### src/design/fiws_pkg.sv
// Shared constants and controller/datapath interface types for the frame interval stats unit.
package fiws_pkg;

  localparam int WINDOW = 256;
  localparam int ADDR_W = $clog2(WINDOW);
  localparam int CNT_W  = $clog2(WINDOW + 1);
  localparam int TS_W   = 64;
  localparam int IV_W   = 32;
  localparam int SUM_W  = 40;
  localparam int AVG_W  = 32;
  localparam int RATE_W = 24;
  localparam int NUM_W  = RATE_W + CNT_W;
  localparam int DIV_W  = 40;

  localparam logic [RATE_W-1:0] RATE_SCALE = RATE_W'(10000000);
  localparam logic [RATE_W-1:0] RATE_MAX   = RATE_W'(10000000);
  localparam logic [CNT_W-1:0]  CNT_FULL   = CNT_W'(WINDOW);
  localparam logic [ADDR_W-1:0] POS_LAST   = ADDR_W'(WINDOW - 1);

  // Commands from the controller to the datapath.
  typedef struct packed {
    logic accept;
    logic commit;
    logic start;
    logic latch_avg;
    logic latch_rate;
    logic publish;
  } fiws_cmd_t;

  // Status from the datapath back to the controller.
  typedef struct packed {
    logic div_done;
    logic scan_done;
    logic out_free;
  } fiws_status_t;

endpackage

### src/design/fiws_ctrl.sv
// Controller state machine that sequences update, scan, divisions and result hand-off.
module fiws_ctrl (
  input  logic                   clk,
  input  logic                   rst,
  input  logic                   in_valid,
  output logic                   in_ready,
  input  fiws_pkg::fiws_status_t status,
  output fiws_pkg::fiws_cmd_t    cmd
);
  import fiws_pkg::*;

  typedef enum logic [6:0] {
    S_IDLE     = 7'b0000001,
    S_COMMIT   = 7'b0000010,
    S_START    = 7'b0000100,
    S_DIV_AVG  = 7'b0001000,
    S_DIV_RATE = 7'b0010000,
    S_SCAN     = 7'b0100000,
    S_PUBLISH  = 7'b1000000
  } state_t;

  state_t state;
  state_t state_next;

  assign in_ready = (state == S_IDLE);

  // Next state and command decode.
  always_comb begin
    state_next = state;
    cmd        = '0;
    case (state)
      S_IDLE: begin
        if (in_valid) begin
          cmd.accept = 1'b1;
          state_next = S_COMMIT;
        end
      end
      S_COMMIT: begin
        cmd.commit = 1'b1;
        state_next = S_START;
      end
      S_START: begin
        cmd.start  = 1'b1;
        state_next = S_DIV_AVG;
      end
      S_DIV_AVG: begin
        if (status.div_done) begin
          cmd.latch_avg = 1'b1;
          state_next    = S_DIV_RATE;
        end
      end
      S_DIV_RATE: begin
        if (status.div_done) begin
          cmd.latch_rate = 1'b1;
          state_next     = S_SCAN;
        end
      end
      S_SCAN: begin
        if (status.scan_done) begin
          state_next = S_PUBLISH;
        end
      end
      S_PUBLISH: begin
        if (status.out_free) begin
          cmd.publish = 1'b1;
          state_next  = S_IDLE;
        end
      end
      default: begin
        state_next = S_IDLE;
      end
    endcase
  end

  always_ff @(posedge clk) begin
    if (rst) begin
      state <= S_IDLE;
    end else begin
      state <= state_next;
    end
  end

endmodule

### config.mk
export PLATFORM = sky130hd
export DESIGN_NAME = fiws_ctrl
export DESIGN_NICKNAME = d
export VERILOG_FILES = /design/src/design/fiws_pkg.sv /design/src/design/fiws_ctrl.sv
export SDC_FILE = /design/constraint.sdc
export NUM_CORES = 1
export LEC_CHECK = 0
export ABC_AREA = 1
export BUFFER_PORTS_ARGS = -buffer_cell sky130_fd_sc_hd__buf_2
export CORE_AREA = 2 2 39 41
export CTS_CLUSTER_DIAMETER = 80
export DETAILED_ROUTE_END_ITERATION = 16
export DIE_AREA = 0 0 41 43
export GPL_ROUTABILITY_DRIVEN = 0
export PLACE_DENSITY = 0.59
export SETUP_SLACK_MARGIN = 0.3
export SYNTH_ARGS = -nofsm -noshare
export SYNTH_HDL_FRONTEND = slang
export SYNTH_SLANG_ARGS = --single-unit
### constraint.sdc
create_clock -name clk -period 1 [get_ports clk]
set_input_delay 0.05 -clock clk [delete_from_list [all_inputs] [get_ports clk]]
set_output_delay 0.05 -clock clk [all_outputs]
set_load 0.03 [all_outputs]
Word-level counts from Yosys, hierarchy flattened
Index checks and enable logic that the tools add are counted.
Word-level totals
  bits in registers: 7
Cells by class
  mux-type cells: 15
  reductions and logical operators: 1
  equal/unequal tests: 12
Operators by type and width (count)
  one-hot mux 7 bit (7 select lines): 1
  two-way mux 7 bit: 5
  != test 2 bit (second input constant): 5
  two-way mux 1 bit: 9
  == test 7 x 1 -> 1 bit (second input constant): 1
  == test 7 x 2 -> 1 bit (second input constant): 1
  == test 7 x 3 -> 1 bit (second input constant): 1
  == test 7 x 4 -> 1 bit (second input constant): 1
  == test 7 x 5 -> 1 bit (second input constant): 1
  == test 7 x 6 -> 1 bit (second input constant): 1
  == test 7 bit (second input constant): 1
  AND reduction 5 bit: 1

Logic depth before layout (Yosys ltp)
  depth after elaboration: 3
  depth in mapped cells: 10
  gate-level depth less buffers: 10

Worst setup path after synthesis
Ideal clock, no wire load.
  path type: reg-to-reg
  start point: register state[6]
  end point: register state[0]
  path slack: -427 ps
  setup time: 121 ps
  required time: 879 ps
  stages on the path, launching flop included: 9
  clock period less this slack: 1427 ps
  data arrival time: 1306 ps
  buffers on the path: 0
  path through: dfxtp_1 > nor2_2 > nand2_2 > nor2_1 > nor2_1 > nand3_1 > nor2_1 > nand2_1 > nand3_1
On the way
  cells in the longest elaborated chain, start to end: 3
  elaborated cells between the ends (all ways): 14
  those cells by class: eq/ne: 12; mux: 1; reduce/logical: 1
Ends and longest elaborated chain
  start: declaration: RTL line fiws_ctrl.sv:22  | state_t state;
  start signal: assignment: RTL line fiws_ctrl.sv:79  | state <= state_next;
  == test 7 x 4 -> 1 bit (tied with other cells): RTL line fiws_ctrl.sv:31  | case (state)
  != test 2 bit (no source line)
  AND reduction 5 bit (no source line)
Several ways; a longest one is shown, not always the timed one.
A chain may end at the register's enable or synchronous reset.

==> metrics list <==
- The final layout contains 119 nets.
- Violated checks: setup timing
- In the final timing run, aggregate negative setup slack is -3.41 ns.
* Power per cell area: 2410 nW/um^2
- From left edge to right edge, the die measures 41 um.
- The number of nets handed over by synthesis was 83.
- Post-synthesis sequential element count: 7
- Required time at the endpoint of the critical path: 0.95 ns
- Overall die area: 1760 um^2
- Depth of the worst register-to-register path: 10
- During I/O placement, the number of pins put on the boundary was 13.
- Area taken by flip-flops and latches: 154 um^2
- Skew-Pair Late Insertion Delay: 0.25 ns
- In this run the number of H-tree levels came out at 1.
- Synthesis handed over a netlist of 77 instances.
* Area of the multi-input gates: 403 um^2
* Maximum operating frequency: 769 MHz
* Number of flip-flops under the largest register name: 7
- Worst Min Path Start: rst
* Total congestion overflow: 0
- For this run, the register share of the synthesized area comes to 27.9%.
* Clk pin slew, worst setup/hold paths: 0.05 ns
- Setup repair after global routing missed its margin: yes
- The initial antenna violation count was 0.
- In this run, the number of DRC markers left after iteration 0 of detailed routing was 0.
* Timing startpoint of the critical path: state[3]$_SDFFE_PP0P_
* Vias post-DR: 575
* Average cell area after synthesis: 6.52 um^2
- After filler insertion, the fill cell instance count of the layout stands at 124.
- Min-Delay Path Depth: 2
* Final number of max-transition violations: 0
- For the pin with the worst max-slew slack, the measured transition is 0.233 ns.
- For this run, the detailed router's first-pass iteration total came to 1.
- Area of the mapped netlist: 502 um^2
- For the finished layout, the period the worst path requires is 1.30 ns.
- Endpoints failing setup: 14
* Worst setup skew after layout: 0.00268 ns
- Area added between synthesis and finish: 87.0%
- Across the VDD grid, the largest voltage drop is 1.91 mV.
- Max-Slew Margin vs Limit: 84.4%
- Largest reg by FF count: state
* Share of the cycle needed by the critical path after routing: 130%
- Endpoint arrival time on the critical path: 1.25 ns
- Summed over all nets, the half-perimeter wirelength after detailed placement is 907 um.
- Yosys printed 0 warnings.
- Worst min path class: in2reg
- Cells with a size suffix above 1 make up 72.3% of the layout.
- CTS Buf Count: 3
- DRC errors left: 0
- Along the worst path, the maximum fanout reaches 5.
- Post-Route WL: 1390 um
- Post-layout utilization of the core: 67.8%
* Detail-routed net length per standard cell: 10.9 um
- Port buffering added 12 buffers.
- The worst setup path is launched from a register.
* Leakage: 0.000451 uW
- Initial core utilization: 36.3%
* Antenna viol nets, final: 0
- Largest net degree at the start of global routing: 6
- Post-detailed-placement cell area: 684 um^2
- Row Count: 14
- After floorplanning, the core was sized to cover 1380 um^2.
- Counting along the longest clock path gives a buffer depth of 2.
- Vias per inst: 4.49
- Global-route wire length before repair: 2200 um
- Synthesis instantiated 16 different standard cells from the library.
- In the post-route analysis, the smallest setup slack over all paths is -0.300 ns.
- Once layout is done, the placed cells without fillers occupy 938 um^2.
* Vias in the first global route: 599
- Hold violation total from the final report: 0
* Overall routing resource usage: 18.4%
* Endpoint class of the critical path: output pin
- For this design, the sink count on the clock tree is 7.
* Crit Path Class: reg2out
* Result of the run: finished, violations left
- TritonCTS clock tree: built
- Regs by FF count: state: 7 flops
- In this run the clock root is driven by a sky130_fd_sc_hd__clkbuf_4.
- Max-capacitance violation count: 0
- In this run the critical register-to-register path is launched from state[1]$_SDFFE_PP0P_.
* Number of inserted diodes: 0
* Die Ht: 43 um
## worst max-delay path: stages, from the launching register on
cell and delay, ns:
sky130_fd_sc_hd__dfxtp_2 0.33, sky130_fd_sc_hd__inv_4 0.07, sky130_fd_sc_hd__nand2_4 0.08, sky130_fd_sc_hd__nor2_4 0.17, sky130_fd_sc_hd__nand2_2 0.09, sky130_fd_sc_hd__nor2_4 0.11
sky130_fd_sc_hd__buf_6 0.14
## kinds of logic after synthesis
group | after synthesis | share of synthesized area [%]
compound gates | 3 | 3.49
buf+inv | 17 | 12.7
simple gates | 50 | 55.9
flops | 7 | 27.9
## metrics by stage
step / total power, uW / setup slack [ns] / hold WS [ns] / std cells
6_report: 2260 / -0.300 / 0.0201 / 128
5_1_grt: 2420 / -0.369 / 0.0170 / 128
4_1_cts: 2200 / -0.289 / 0.00383 / 127
3_5_place_dp: 1490 / -0.221 / 0.273 / 112
3_3_place_gp: 1490 / -0.212 / 0.270 / 112
2_1_floorplan: 1240 / -0.134 / 0.112 / 77
## area by class of cell
type / instances / area share (%)
Inverter: 17 / 7.60
Clock buffer: 4 / 2.80
Timing Repair Buffer: 31 / 28.1
Sequential cell: 7 / 16.4
Tap cell: 16 / 2.13
Multi-Input combinational cell: 53 / 42.9
## cell usage after synthesis
library cell	instances	share of area, %
sky130_fd_sc_hd__inv_2	4	3.0
sky130_fd_sc_hd__a21oi_1	2	2.0
sky130_fd_sc_hd__o21bai_1	1	1.5
sky130_fd_sc_hd__nand3_1	6	6.0
sky130_fd_sc_hd__nand2_4	1	2.2
sky130_fd_sc_hd__nand3_4	2	7.0
sky130_fd_sc_hd__inv_1	13	9.7
sky130_fd_sc_hd__dfxtp_1	7	28
sky130_fd_sc_hd__nor3_1	3	3.0
sky130_fd_sc_hd__nand3_2	1	2.0
sky130_fd_sc_hd__nand2_1	12	9.0
sky130_fd_sc_hd__nor2_2	1	1.2
sky130_fd_sc_hd__nor2_1	15	11
sky130_fd_sc_hd__nand4_1	1	1.2
sky130_fd_sc_hd__nand2_2	5	6.2
sky130_fd_sc_hd__nor2_4	3	6.7
## timing repair
action	in CTS	in global routing
gates resized for setup	34	11
pin swaps	12	7
buffers inserted	10	1
setup endpoints to repair	14	14
hold buffers	1	0
endpoints found under the hold margin	1	0
## power breakdown
part           internal [uW]  total (uW)  switching, uW
Clock                    152         258            106
Combinational            678        1540            860
Sequential               367         465           97.6
## worst paths after layout
check / endpoint / slack [ns]
setup / recovery: cmd[1] / -0.30
hold / removal: state[5]$_SDFFE_PP0P_ / 0.02
setup reg to reg: state[6]$_SDFFE_PP0P_ / -0.28
hold reg to reg: state[4]$_SDFFE_PP0P_ / 0.59
## per-layer routing
| metal | vias to the layer above | global-route usage [%] | wire length (um) |
|---|---|---|---|
| met5 | - | 0 | 0 |
| met4 | 0 | 2.67 | 0 |
| met3 | 0 | 8.90 | 68 |
| met2 | 12 | 33.8 | 816 |
| met1 | 261 | 17.5 | 507 |
| li1 | 302 | - | - |
## layout by cell type, fill, tap and decap left out, types with 2 or more instances in the layout
master | netlist | final
sky130_fd_sc_hd__nand3_2 | 1 | 2
sky130_fd_sc_hd__inv_1 | 13 | 9
sky130_fd_sc_hd__a21oi_2 | 0 | 2
sky130_fd_sc_hd__clkbuf_4 | 0 | 3
sky130_fd_sc_hd__inv_4 | 0 | 3
sky130_fd_sc_hd__nand3_1 | 6 | 5
sky130_fd_sc_hd__inv_2 | 4 | 5
sky130_fd_sc_hd__nor2_1 | 15 | 5
sky130_fd_sc_hd__nor2_4 | 3 | 10
sky130_fd_sc_hd__buf_4 | 0 | 14
sky130_fd_sc_hd__nand3_4 | 2 | 2
sky130_fd_sc_hd__nand2_1 | 12 | 7
sky130_fd_sc_hd__nand2_2 | 5 | 8
sky130_fd_sc_hd__nor2_2 | 1 | 4
sky130_fd_sc_hd__buf_6 | 0 | 11
sky130_fd_sc_hd__dfxtp_4 | 0 | 2
sky130_fd_sc_hd__nand2_4 | 1 | 3
sky130_fd_sc_hd__nor3_2 | 0 | 2
sky130_fd_sc_hd__dfxtp_2 | 0 | 5
sky130_fd_sc_hd__buf_2 | 0 | 5
Power figures use the tool's default switching activity.
